**src/rtl/core/qetok_pkg.sv**
```systemverilog
// ----------------------------------------------------------------------------
// qetok_pkg: shared constants and types for the quoted escape tokenizer
// Character codes, the character width and the error codes reported per item.
// ----------------------------------------------------------------------------
package qetok_pkg;

  localparam int unsigned CHAR_W = 16;

  localparam logic [CHAR_W-1:0] C_BSL   = CHAR_W'(8'h5C);
  localparam logic [CHAR_W-1:0] C_QUOTE = CHAR_W'(8'h22);
  localparam logic [CHAR_W-1:0] C_TILDE = CHAR_W'(8'h7E);
  localparam logic [CHAR_W-1:0] C_SPACE = CHAR_W'(8'h20);
  localparam logic [CHAR_W-1:0] C_LC_N  = CHAR_W'(8'h6E);
  localparam logic [CHAR_W-1:0] C_LC_R  = CHAR_W'(8'h72);
  localparam logic [CHAR_W-1:0] C_LC_T  = CHAR_W'(8'h74);
  localparam logic [CHAR_W-1:0] C_LF    = CHAR_W'(8'h0A);
  localparam logic [CHAR_W-1:0] C_CR    = CHAR_W'(8'h0D);
  localparam logic [CHAR_W-1:0] C_TAB   = CHAR_W'(8'h09);

  typedef enum logic [2:0] {
    ERR_NONE   = 3'd0,
    ERR_ESC    = 3'd1,
    ERR_SPLICE = 3'd2,
    ERR_QUOTE  = 3'd3,
    ERR_DANGLE = 3'd4
  } err_code_e;

endpackage

```
**src/rtl/core/quoted_escape_tokenizer_unit.sv**
```systemverilog
// ----------------------------------------------------------------------------
// quoted_escape_tokenizer_unit: streaming shell-style command tokenizer
// One character per transfer in, one result per transfer out.
// ----------------------------------------------------------------------------
// Takes one character per cycle and returns exactly one result per character
// in the next cycle, through a single output register. Throughput is one
// character per clock: the five flag bits of tokenizer state are updated in
// the same cycle the character is taken, so the next character may follow
// at once. in_ready_o drops only while a result sits in the output register
// and the consumer is not taking it. Unquoted spaces split tokens, double
// quotes group text and are dropped, a backslash escapes one character
// (space, tilde, quote, backslash, n, r, t), and an unquoted tilde opening a
// token is flagged with insert_home_o for a downstream splice. An error ends
// the command early (command_end_o with error_code_o); the rest of that
// command up to and including its last character then yields all-zero
// results. All state clears after the last character of a command.
module quoted_escape_tokenizer_unit (
  input  logic                         clk_i,
  input  logic                         rst_ni,
  // character stream
  input  logic                         in_valid_i,
  output logic                         in_ready_o,
  input  logic [qetok_pkg::CHAR_W-1:0] ch_i,
  input  logic                         last_i,
  // token stream
  output logic                         out_valid_o,
  input  logic                         out_ready_i,
  output logic                         char_valid_o,
  output logic [qetok_pkg::CHAR_W-1:0] out_char_o,
  output logic                         insert_home_o,
  output logic                         token_end_o,
  output logic                         command_end_o,
  output logic [2:0]                   error_code_o
);
  import qetok_pkg::*;

  // tokenizer flags
  logic esc_q, esc_d;          // backslash seen, escaped char pending
  logic quote_q, quote_d;      // inside double quotes
  logic nonempty_q, nonempty_d; // current token has content
  logic closed_q, closed_d;    // previous char closed a quote
  logic failed_q, failed_d;    // error seen, drop rest of command

  // result register
  logic              out_valid_q, out_valid_d;
  logic              cv_q, cv_d;
  logic [CHAR_W-1:0] oc_q, oc_d;
  logic              home_q, home_d;
  logic              tend_q, tend_d;
  logic              cend_q, cend_d;
  err_code_e         err_q, err_d;

  logic in_xfer;
  logic closed_now;

  // a new character may enter whenever the result slot is free or draining
  assign in_ready_o = !out_valid_q || out_ready_i;
  assign in_xfer    = in_valid_i && in_ready_o;

  always_comb begin
    cv_d       = 1'b0;
    oc_d       = '0;
    home_d     = 1'b0;
    tend_d     = 1'b0;
    cend_d     = 1'b0;
    err_d      = ERR_NONE;
    closed_now = 1'b0;
    esc_d      = esc_q;
    quote_d    = quote_q;
    nonempty_d = nonempty_q;
    closed_d   = closed_q;
    failed_d   = failed_q;

    if (!failed_q) begin
      // classify the character against the current flags
      priority if (closed_q && ch_i == C_QUOTE) begin
        // "abc""def": gluing two quoted strings is rejected
        err_d = ERR_SPLICE;
      end else if (ch_i == C_BSL) begin
        if (!esc_q) begin
          esc_d = 1'b1;
        end else begin
          esc_d = 1'b0;
          cv_d  = 1'b1;
          oc_d  = C_BSL;
        end
      end else if (esc_q) begin
        esc_d = 1'b0;
        priority if (ch_i == C_SPACE || ch_i == C_TILDE || ch_i == C_QUOTE) begin
          cv_d = 1'b1;
          oc_d = ch_i;
        end else if (ch_i == C_LC_N) begin
          cv_d = 1'b1;
          oc_d = C_LF;
        end else if (ch_i == C_LC_R) begin
          cv_d = 1'b1;
          oc_d = C_CR;
        end else if (ch_i == C_LC_T) begin
          cv_d = 1'b1;
          oc_d = C_TAB;
        end else begin
          err_d = ERR_ESC;
        end
      end else if (ch_i == C_TILDE && !quote_q && !nonempty_q) begin
        home_d = 1'b1;
      end else if (ch_i == C_SPACE) begin
        if (quote_q) begin
          cv_d = 1'b1;
          oc_d = ch_i;
        end else if (nonempty_q) begin
          tend_d = 1'b1;
        end
      end else if (ch_i == C_QUOTE) begin
        quote_d    = !quote_q;
        closed_now = quote_q;
      end else begin
        cv_d = 1'b1;
        oc_d = ch_i;
      end

      // flag updates and end-of-command checks, using the updated flags
      if (err_d == ERR_NONE) begin
        if (cv_d || home_d) begin
          nonempty_d = 1'b1;
        end
        if (tend_d) begin
          nonempty_d = 1'b0;
        end
        closed_d = closed_now;
        if (last_i) begin
          cend_d = 1'b1;
          priority if (quote_d) begin
            err_d = ERR_QUOTE;
          end else if (esc_d) begin
            err_d = ERR_DANGLE;
          end else if (nonempty_d) begin
            tend_d = 1'b1;
          end else begin
            // balanced, no escape, empty token: nothing left to close
          end
        end
      end

      // an error item carries only the command end and the code
      if (err_d != ERR_NONE) begin
        cv_d     = 1'b0;
        oc_d     = '0;
        home_d   = 1'b0;
        tend_d   = 1'b0;
        cend_d   = 1'b1;
        failed_d = 1'b1;
      end
    end

    // last character of a command: start the next one from scratch
    if (last_i) begin
      esc_d      = 1'b0;
      quote_d    = 1'b0;
      nonempty_d = 1'b0;
      closed_d   = 1'b0;
      failed_d   = 1'b0;
    end
  end

  // result slot fills on an input transfer, empties on an output transfer
  always_comb begin
    out_valid_d = out_valid_q;
    if (in_xfer) begin
      out_valid_d = 1'b1;
    end else if (out_ready_i) begin
      out_valid_d = 1'b0;
    end
  end

  always_ff @(posedge clk_i or negedge rst_ni) begin
    if (!rst_ni) begin
      esc_q       <= 1'b0;
      quote_q     <= 1'b0;
      nonempty_q  <= 1'b0;
      closed_q    <= 1'b0;
      failed_q    <= 1'b0;
      out_valid_q <= 1'b0;
    end else begin
      out_valid_q <= out_valid_d;
      if (in_xfer) begin
        esc_q      <= esc_d;
        quote_q    <= quote_d;
        nonempty_q <= nonempty_d;
        closed_q   <= closed_d;
        failed_q   <= failed_d;
      end
    end
  end

  // payload of the result register, no reset needed
  always_ff @(posedge clk_i) begin
    if (in_xfer) begin
      cv_q   <= cv_d;
      oc_q   <= oc_d;
      home_q <= home_d;
      tend_q <= tend_d;
      cend_q <= cend_d;
      err_q  <= err_d;
    end
  end

  assign out_valid_o   = out_valid_q;
  assign char_valid_o  = cv_q;
  assign out_char_o    = oc_q;
  assign insert_home_o = home_q;
  assign token_end_o   = tend_q;
  assign command_end_o = cend_q;
  assign error_code_o  = err_q;

endmodule

```
**config.mk**
```make
export PLATFORM = sky130hd
export DESIGN_NAME = quoted_escape_tokenizer_unit
export DESIGN_NICKNAME = d
export VERILOG_FILES = /design/src/rtl/core/qetok_pkg.sv /design/src/rtl/core/quoted_escape_tokenizer_unit.sv
export SDC_FILE = /design/constraint.sdc
export NUM_CORES = 1
export LEC_CHECK = 0
export BUFFER_PORTS_ARGS = -buffer_cell sky130_fd_sc_hd__buf_2
export CORE_AREA = 3 3 60 62
export CTS_BUF_LIST = sky130_fd_sc_hd__clkbuf_4 sky130_fd_sc_hd__clkbuf_8
export DETAILED_ROUTE_END_ITERATION = 12
export DIE_AREA = 0 0 63 65
export PLACE_DENSITY = 0.8
export SLEW_MARGIN = 20
export SYNTH_ARGS = -nofsm -noshare
export SYNTH_HDL_FRONTEND = slang
export SYNTH_SLANG_ARGS = --single-unit
```
**constraint.sdc**
```tcl
create_clock -name clk_i -period 2.2 [get_ports clk_i]
set_input_delay 0.22 -clock clk_i [delete_from_list [all_inputs] [get_ports clk_i]]
set_output_delay 0.22 -clock clk_i [all_outputs]
set_load 0.03 [all_outputs]
```
==> results of run 1 <==
[layout by cell type (no fill, tap or decap), drive strengths merged, types with 2 or more instances in the layout]
master  netlist  routed
a211o         2       2
a21oi         8       8
a22oi         3       3
a31oi         2       2
and2         12      12
and3b         1       2
buf           4      81
clkbuf        2       8
dfrtp         6       6
edfxtp       23      23
inv           3       3
mux2i         2       2
nand2         4       4
nand2b        5       5
nand3         4       4
nor2         15      15
nor3          3       3
nor4          7       7
o21a          3       3
o21ai         7       7
or4           6       6
[timing repair]
action / CTS / global route
hold endpoints to repair: 6 / 0
cloned: 0 / 1
pin swaps: 0 / 10
hold buffers: 1 / 0
gates resized for setup: 1 / 9
buffers inserted: 0 / 2
setup endpoints to repair: 10 / 22
[power by group through the flow]
| stage | logic (uW) | registers (uW) | clock network, uW |
|---|---|---|---|
| after floorplan | 60.4 | 687 | 0 |
| after global placement | 183 | 639 | 0 |
| after detailed placement | 190 | 640 | 0 |
| after CTS | 192 | 628 | 365 |
| after global routing | 213 | 630 | 390 |
| final | 199 | 627 | 354 |
[registers in the layout (all words and copies together) (netlist names)]
signal and cells:
quote_q 1, esc_q 1, command_end_o 1, char_valid_o 1, closed_q 1, token_end_o 1, error_code_o 3, failed_q 1
nonempty_q 1, insert_home_o 1, out_valid_o 1, out_char_o 16
[path summary, 6_finish.rpt]
check / start / to / slack [ps]
setup / recovery: ch_i[8] / out_char_o[13]$_SDFFCE_PP0P_ / -20
hold / removal: in_valid_i / out_valid_o$_DFFE_PN0P_ / 90
setup reg to reg: quote_q$_DFFE_PN0P_ / out_char_o[4]$_SDFFCE_PP0P_ / 140
hold reg to reg: nonempty_q$_DFFE_PN0P_ / nonempty_q$_DFFE_PN0P_ / 550
max in group asynchronous: rst_ni / failed_q$_DFFE_PN0P_ / 1820
min in group asynchronous: rst_ni / esc_q$_DFFE_PN0P_ / 230
[layer usage]
metal	part of all wire, %	vias to the layer above
met5	0	-
met4	2.7	0
li1	-	728
met2	52	80
met1	39	738
met3	6.8	17
[through the flow]
step	setup TNS, ps	total power (uW)	cell area [sq um]	setup slack, ps
after global placement	-6220	822	2180	-307
after floorplan	-1890	748	1690	-124
final	-16.3	1180	2320	-15.2
after global routing	-226	1230	2320	-41.2
after CTS	0	1180	2260	12.3
after detailed placement	-8180	830	2180	-424
[area by class of cell]
cell class              count  area (sq um)
repair buffers             82           528
clock buffers               8          66.3
multi-input cells         107           821
well taps                  44          55.1
flip-flops and latches     29           841
fillers                   217           756
inverters                   3          11.3
[cells by family after synthesis]
family	after synthesis
adders and majority gates	1
buffers and inverters	9
muxes	3
xor gates and xnor gates	1
DFF	29
and+or+nand+nor	67
AOI/OAI and AO/OA	34
==> results.py, run 1 <==
metrics = {
    "die": {
        "num_rows": 20,
        "core_area_sq_mm": 0.00308,
        "num_io_pins": 46,
        "die_x_um": 63,
        "die_y_um": 65,
        "initial_utilization_pct": 54.0,
        "dieArea_sq_mm": 0.00410,
    },
    "logic_synthesis": {
        "yosysTopAreaCell": "edfxtp_1",
        "synth_top_family_by_area": "simple AND/OR/NAND/NOR gates",
        "synth_edf_count": 23,
        "synth_common_cells": "23 x edfxtp_1, 14 x nor2_1, 12 x and2_1",
        "synth.cell_area_sq_mm": 0.00166,
        "synthXorXnorAreaFrac_pct": 0.527,
        "avgSynthCellArea_sq_um": 11.5,
        "synth_top_area_share_pct": 41.6,
        "synth_mux_area_share_pct": 2.11,
        "synthArstFlopShare_pct": 20.7,
        "synth_compound_area_share_pct": 15.8,
        "synth_seq_area_share_pct": 50.6,
        "synth.ff_latch_count": 29,
        "synth_cells": 144,
        "synth_nets": 166,
        "yosys.area_share.simple_pct": 27.3,
        "ys.flop_type": "edfxtp_1",
        "ys_warn_count": 0,
        "synthTopCellsByArea": "edfxtp_1 42%, dfrtp_1 9.0%, and2_1 4.5%",
        "ys_types": 56,
        "yosysMostFrequentCell": "edfxtp_1",
        "synth_fa_ha_area_share_pct": 0.753,
    },
    "timing": {
        "setup_viol": 2,
        "drv_slew": 0,
        "clock.fmax_mhz": 451,
        "finalHoldViolCount": 0,
        "max_slew_margin_pct": 72.5,
        "rsz0062_at_grt": "yes",
        "period_needed_ps": 2220,
        "worst_pin_slew_ps": 407,
        "fin_crit_sh_pct": 101,
        "finalWorstSetupSlack_ps": -15.2,
        "hold_ws_ps": 93.8,
        "skew_ps": 8.71,
    },
    "global_route": {
        "grtUsageMet2_pct": 38.6,
        "grt.total_usage_pct": 22.2,
        "first_global_vias": 1547,
        "grt-ovfl-total": 0,
        "grt_busiest_layer": "met2",
        "globalRouteMet1Util_pct": 25.1,
        "grt_pass1_wl_um": 6980,
        "grt_max_degree": 16,
        "antenna_found_initial": 0,
        "use_met3_pct": 6.07,
    },
    "power": {
        "switching_share_pct": 25.4,
        "switchingPower_uw": 299,
        "internal-power_uw": 881,
        "combPwrFrac_pct": 16.8,
        "p_seq_share_pct": 53.2,
        "p_clk_share_pct": 30.0,
        "total_leakage_power_uw": 0.00100,
        "peakVddDrop_v": 0.000403,
        "power_density_mw_per_mm2": 508,
    },
    "flow_run": {
        "max_cap_viol_count": 0,
    },
    "critical_path": {
        "slowest_delay_ps": 610,
        "r2r_cells": 6,
        "crit_family": "simple AND/OR/NAND/NOR gates",
        "crit_fanout": 5,
        "startpoint_type": "input pin",
        "cp_slowest_cell": "or4_4",
        "critPathBufInv": 1,
        "end_kind": "register",
        "crit_type": "in2reg",
        "cp_data_required_time_ps": 2290,
        "cp.depth": 8,
        "crit_path_cell_trace": "buf_6 -> or4_4 -> or4_4 -> nor2_4 -> a21oi_2 -> a21oi_2 -> and3b_2 -> and2_4",
        "arrival_ps": 2310,
    },
    "detailed_routing": {
        "ant_nets": 0,
        "vias_per_cell": 5.73,
        "drtIter0Drc": 112,
        "dr.pass1.iters": 4,
        "drc": 0,
        "finalWirelength_um": 4410,
        "routedWlPerCell_um": 16.2,
        "vias": 1563,
    },
    "clock_network": {
        "cts_root_buffer": "clkbuf_4",
        "cts.sinks": 29,
        "cts_buffers": 5,
        "h-tree-depth": 2,
        "clock_latency_ps": 330,
        "cts_buffer_depth": 2,
        "cts_tree": "done",
        "clkTransAtPathRegs_ps": 80,
    },
    "place": {
        "dp_hpwl_um": 3250,
        "io_buffers": 45,
        "routabilityCongestion": 0.922,
        "placed_cells": 261,
    },
    "cells_and_area": {
        "final_util_pct": 75.4,
        "area_delta_synth_final_pct": 39.8,
        "drive_gt1_share_pct": 50.7,
        "final_cells": 273,
        "diodes": 0,
        "nNetsFinal": 250,
    },
    "min_path": {
        "hp-class": "in2reg",
        "hold_depth": 2,
    },
    "status": {
        "violations": "negative setup slack",
        "status": "finished, violations left",
    },
}
(Power assumes the default switching activity.)
==> inputs of run 2 (changes only) <==
CELL_PAD_IN_SITES_DETAIL_PLACEMENT = 2   (was not set)
CELL_PAD_IN_SITES_GLOBAL_PLACEMENT = 2   (was not set)
CORE_AREA = 3 3 74 76   (was 3 3 60 62)
DIE_AREA = 0 0 77 79   (was 0 0 63 65)
PLACE_DENSITY = not set   (was 0.8)
PLACE_DENSITY_LB_ADDON = 0.1   (was not set)
RECOVER_POWER = 25   (was not set)
==> results.py, run 2 (synthesized netlist as in run 1, its figures left out) <==
metrics = {
    "status": {
        "status": "finished, violations left",
        "violations": "negative setup slack",
    },
    "die": {
        "num_io_pins": 46,
        "dieArea_sq_mm": 0.00608,
        "core_area_sq_mm": 0.00479,
        "die_x_um": 77,
        "initial_utilization_pct": 34.7,
        "num_rows": 25,
        "die_y_um": 79,
    },
    "critical_path": {
        "arrival_ps": 2570,
        "crit_path_cell_trace": "buf_8 -> or4_4 -> nor4_4 -> buf_4 -> buf_4 -> nand3_4 -> o21ai_4 -> buf_6 -> nor2_1 -> o221a_1 -> o22a_1",
        "startpoint_type": "input pin",
        "crit_fanout": 5,
        "crit_type": "in2reg",
        "end_kind": "register",
        "cp_data_required_time_ps": 2380,
        "cp_common_cell": "buf_4",
        "slowest_delay_ps": 610,
        "cp_slowest_cell": "or4_4",
    },
    "global_route": {
        "first_global_vias": 1947,
        "grt-ovfl-total": 0,
        "grt.total_usage_pct": 25.2,
        "grt_pass1_wl_um": 11400,
        "grt_max_degree": 20,
        "antenna_found_initial": 1,
    },
    "detailed_routing": {
        "finalWirelength_um": 8630,
        "route.met3.wl_um": 380,
        "dr.pass1.iters": 4,
        "drc": 0,
        "drtIter0Drc": 71,
        "met2_length_um": 4640,
        "vias": 1747,
        "vias_per_cell": 5.67,
        "routedWlPerCell_um": 28.0,
        "ant_nets": 0,
        "highest_layer": "met4",
        "met1_length_um": 3340,
    },
    "cells_and_area": {
        "final_common_cell": "buf_4",
        "final_cells": 308,
        "final_cell_mix": "45 x buf_4, 32 x buf_2, 23 x edfxtp_1, 12 x nor2_1",
        "final_util_pct": 56.3,
        "area_delta_synth_final_pct": 62.1,
        "largest_reg_flops": 16,
        "nNetsFinal": 262,
        "drive_gt1_share_pct": 60.4,
    },
    "timing": {
        "period_needed_ps": 2390,
        "skew_ps": 8.37,
        "setup_viol": 24,
        "clock.fmax_mhz": 419,
        "finalHoldViolCount": 0,
        "fin_crit_sh_pct": 109,
        "worst_pin_slew_ps": 562,
        "finalWorstSetupSlack_ps": -189,
        "drv_slew": 0,
        "hold_ws_ps": 151,
        "rsz0062_at_grt": "yes",
        "max_slew_margin_pct": 62.2,
    },
    "power": {
        "total_leakage_power_uw": 0.00109,
        "finalPower_uw": 1310,
        "peakVddDrop_v": 0.000354,
        "power_density_mw_per_mm2": 485,
    },
    "clock_network": {
        "clkTransAtPathRegs_ps": 70,
        "cts_root_buffer": "clkbuf_8",
        "h-tree-depth": 2,
        "cts.sinks": 29,
        "clock_latency_ps": 300,
        "cts_tree": "done",
        "cts_buffer_depth": 2,
        "cts_buffers": 5,
    },
    "place": {
        "routabilityCongestion": 0.884,
        "placed_cells": 287,
        "pre_cts_ws_ps": -495,
        "dp_hpwl_um": 4440,
        "io_buffers": 45,
    },
    "flow_run": {
        "max_cap_viol_count": 0,
    },
    "min_path": {
        "hp-class": "in2reg",
    },
}
## run 2: changes by cell type in the layout (fill, tap and decap cells not counted), moves of 3 or more
cell / before / now
and2_1: 10 / 3
clkbuf_4: 7 / 1
buf_2: 42 / 32
a22oi_1: 3 / 0
a22oi_2: 0 / 3
nor4_1: 5 / 2
clkbuf_8: 1 / 5
buf_4: 35 / 45
clkbuf_1: 0 / 9
and2_4: 2 / 9
## run 2: cell type report
| cell class | count | area [sq um] |
|---|---|---|
| antenna | 1 | 2.50 |
| fill | 478 | 2090 |
| clock buffer | 6 | 76.3 |
| tap | 67 | 83.8 |
| clock inverter | 1 | 3.75 |
| sequential | 29 | 841 |
| inverter | 3 | 11.3 |
| timing repair buffer | 94 | 624 |
| multi-input combinational | 107 | 1050 |
## run 2: timing repair
item                                    4_1_cts  5_1_grt
gates cloned                                  1        0
buffers inserted                              4        7
hold buffers                                  1        0
gates resized for setup                      18       36
pin swaps                                    12       10
endpoints found under the setup margin       23       26
endpoints found under the hold margin         6        0
## run 2: stage by stage
step	instance area [sq um]	setup TNS (ps)
3_3_place_gp	2230	-8470
2_1_floorplan	1690	-1890
5_1_grt	2690	-4550
3_5_place_dp	2230	-9660
6_report	2690	-2860
4_1_cts	2440	-915
## run 2: worst paths after layout
check / startpoint / end / slack, ps / depth (start not counted)
max in group asynchronous: rst_ni / closed_q$_DFFE_PN0P_ / 1580 / 2
setup reg to reg: quote_q$_DFFE_PN0P_ / token_end_o$_SDFFCE_PP0P_ / 60 / 7
min in group asynchronous: rst_ni / esc_q$_DFFE_PN0P_ / 360 / 2
setup / recovery: ch_i[9] / nonempty_q$_DFFE_PN0P_ / -190 / 11
hold / removal: in_valid_i / out_valid_o$_DFFE_PN0P_ / 150 / 2
hold reg to reg: out_valid_o$_DFFE_PN0P_ / out_valid_o$_DFFE_PN0P_ / 560 / 2
## run 2: worst max-delay path: cells and delay by family
family / cells / cell delay, ps
buf+inv: 4 / 590
simple gates: 4 / 1140
compound gates: 3 / 610
## run 2: power by group
group / switching, uW / leakage, uW / internal (uW)
Combinational: 150 / 0.000753 / 87.7
Sequential: 9.05 / 0.000295 / 622
Clock: 211 / 0.0000421 / 225
## run 2: layer usage
layer,up-vias,GRT usage (%)
met5,-,0
met4,0,9.79
met3,16,5.78
met2,67,46.3
met1,911,28.2
li1,753,-
==> inputs of run 3 (changes only) <==
CELL_PAD_IN_SITES_DETAIL_PLACEMENT = 1   (was 2)
GPL_ROUTABILITY_DRIVEN = 0   (was not set)
TNS_END_PERCENT = 50   (was not set)
==> results.py, run 3 (synthesized netlist as in run 1, its figures left out) <==
metrics = {
    "timing": {
        "worst_pin_slew_ps": 461,
        "finalWorstSetupSlack_ps": -104,
        "max_slew_margin_pct": 69.0,
        "drv_slew": 0,
        "hold_ws_ps": 133,
        "setup_viol": 15,
        "fin_crit_sh_pct": 105,
        "rsz0062_at_grt": "yes",
        "finalHoldViolCount": 0,
        "clock.fmax_mhz": 434,
        "skew_ps": 2.00,
        "period_needed_ps": 2300,
    },
    "global_route": {
        "grt-ovfl-total": 0,
        "grt_max_degree": 20,
        "antenna_found_initial": 0,
        "grt_pass1_wl_um": 8470,
        "first_global_vias": 1732,
        "grt.total_usage_pct": 17.6,
    },
    "clock_network": {
        "h-tree-depth": 2,
        "clock_latency_ps": 280,
        "clkTransAtPathRegs_ps": 60,
        "cts.sinks": 29,
        "cts_buffers": 5,
        "cts_buffer_depth": 2,
        "cts_root_buffer": "clkbuf_8",
        "cts_tree": "done",
    },
    "critical_path": {
        "end_kind": "register",
        "arrival_ps": 2340,
        "critPathBufInv": 3,
        "r2r_cells": 6,
        "regToRegStartpoint": "closed_q$_DFFE_PN0P_",
        "crit_fanout": 5,
        "cp_common_cell": "buf_6",
        "startpoint": "ch_i[10]",
        "cp_data_required_time_ps": 2230,
        "crit_type": "in2reg",
        "slowest_delay_ps": 580,
        "cp.depth": 10,
        "startpoint_type": "input pin",
        "cp_slowest_cell": "or4_4",
        "crit_family": "simple AND/OR/NAND/NOR gates",
        "crit_path_cell_trace": "buf_6 -> or4_4 -> buf_4 -> nor4_4 -> a211o_2 -> mux2i_4 -> buf_6 -> a31oi_1 -> a41oi_1 -> nor2_1",
    },
    "min_path": {
        "worst_hold_startpoint": "in_valid_i",
        "hold_depth": 2,
        "hp-class": "in2reg",
    },
    "place": {
        "placed_area_sq_mm": 0.00223,
        "dp_hpwl_um": 3770,
        "io_buffers": 45,
    },
    "die": {
        "die_x_um": 77,
        "die_y_um": 79,
        "core_area_sq_mm": 0.00479,
        "dieArea_sq_mm": 0.00608,
        "initial_utilization_pct": 34.7,
        "num_io_pins": 46,
        "num_rows": 25,
    },
    "cells_and_area": {
        "final_cell_mix": "46 x buf_4, 33 x buf_2, 23 x edfxtp_1, 11 x nor2_1",
        "nNetsFinal": 262,
        "diodes": 0,
        "largest_reg_flops": 16,
        "final_common_cell": "buf_4",
        "stdcell_area_sq_mm": 0.00256,
        "final_util_pct": 53.6,
        "drive_gt1_share_pct": 56.0,
        "area_delta_synth_final_pct": 54.4,
    },
    "detailed_routing": {
        "drc": 0,
        "vias": 1636,
        "ant_nets": 0,
        "dr.pass1.iters": 4,
        "finalWirelength_um": 5500,
        "drtIter0Drc": 62,
        "vias_per_cell": 5.31,
        "routedWlPerCell_um": 17.9,
    },
    "power": {
        "total_leakage_power_uw": 0.00107,
        "finalPower_uw": 1260,
        "power_density_mw_per_mm2": 492,
        "peakVddDrop_v": 0.000221,
    },
    "flow_run": {
        "max_cap_viol_count": 0,
    },
    "status": {
        "status": "finished, violations left",
        "violations": "negative setup slack",
    },
}
==> run 3: repair_timing <==
item / in CTS / in global routing
pin swaps: 13 / 9
buffers inserted: 7 / 4
hold endpoints to repair: 6 / 0
endpoints found under the setup margin: 22 / 24
cloned: 1 / 0
gates resized for setup: 18 / 17
hold buffers: 1 / 0
==> run 3: worst register-to-register path, stage by stage, from the launching register on <==
cell	delay (ps)
dfrtp_1	460
nand2b_1	180
a211o_2	370
mux2i_4	210
a21oi_2	190
and3b_2	280
and2_4	170
==> run 3: layer usage <==
| layer | up-vias | GRT usage [%] | wire length [um] |
|---|---|---|---|
| met5 | - | 0 | 0 |
| met4 | 0 | 3.56 | 28 |
| met3 | 4 | 4.31 | 225 |
| met2 | 53 | 31.4 | 2910 |
| met1 | 830 | 21.6 | 2340 |
| li1 | 749 | - | - |
==> run 3: where the power goes <==
part           switching [uW]  internal (uW)  total (uW)
logic                     127           82.9         210
registers                7.02            622         629
clock network             211            213         423
==> run 3: metrics by stage <==
step	TNS, ps	instances	setup slack [ps]
after floorplan	-1890	144	-124
after global placement	-8510	287	-402
after detailed placement	-9460	287	-488
after CTS	-505	304	-70.2
after global routing	-2730	308	-193
final	-921	308	-104
==> run 3: layout make-up <==
class / count / area [sq um]
Timing Repair Buffer: 94 / 611
Clock buffer: 5 / 68.8
Clock inverter: 3 / 12.5
Fill cell: 544 / 2220
Inverter: 3 / 11.3
Tap cell: 67 / 83.8
Multi-Input combinational cell: 107 / 937
Sequential cell: 29 / 841
==> run 3: final timing paths <==
kind | to | slack, ps
setup / recovery | token_end_o$_SDFFCE_PP0P_ | -100
hold / removal | out_valid_o$_DFFE_PN0P_ | 130
setup reg to reg | out_char_o[11]$_SDFFCE_PP0P_ | 100
hold reg to reg | nonempty_q$_DFFE_PN0P_ | 540
max in group asynchronous | failed_q$_DFFE_PN0P_ | 1620
min in group asynchronous | quote_q$_DFFE_PN0P_ | 340
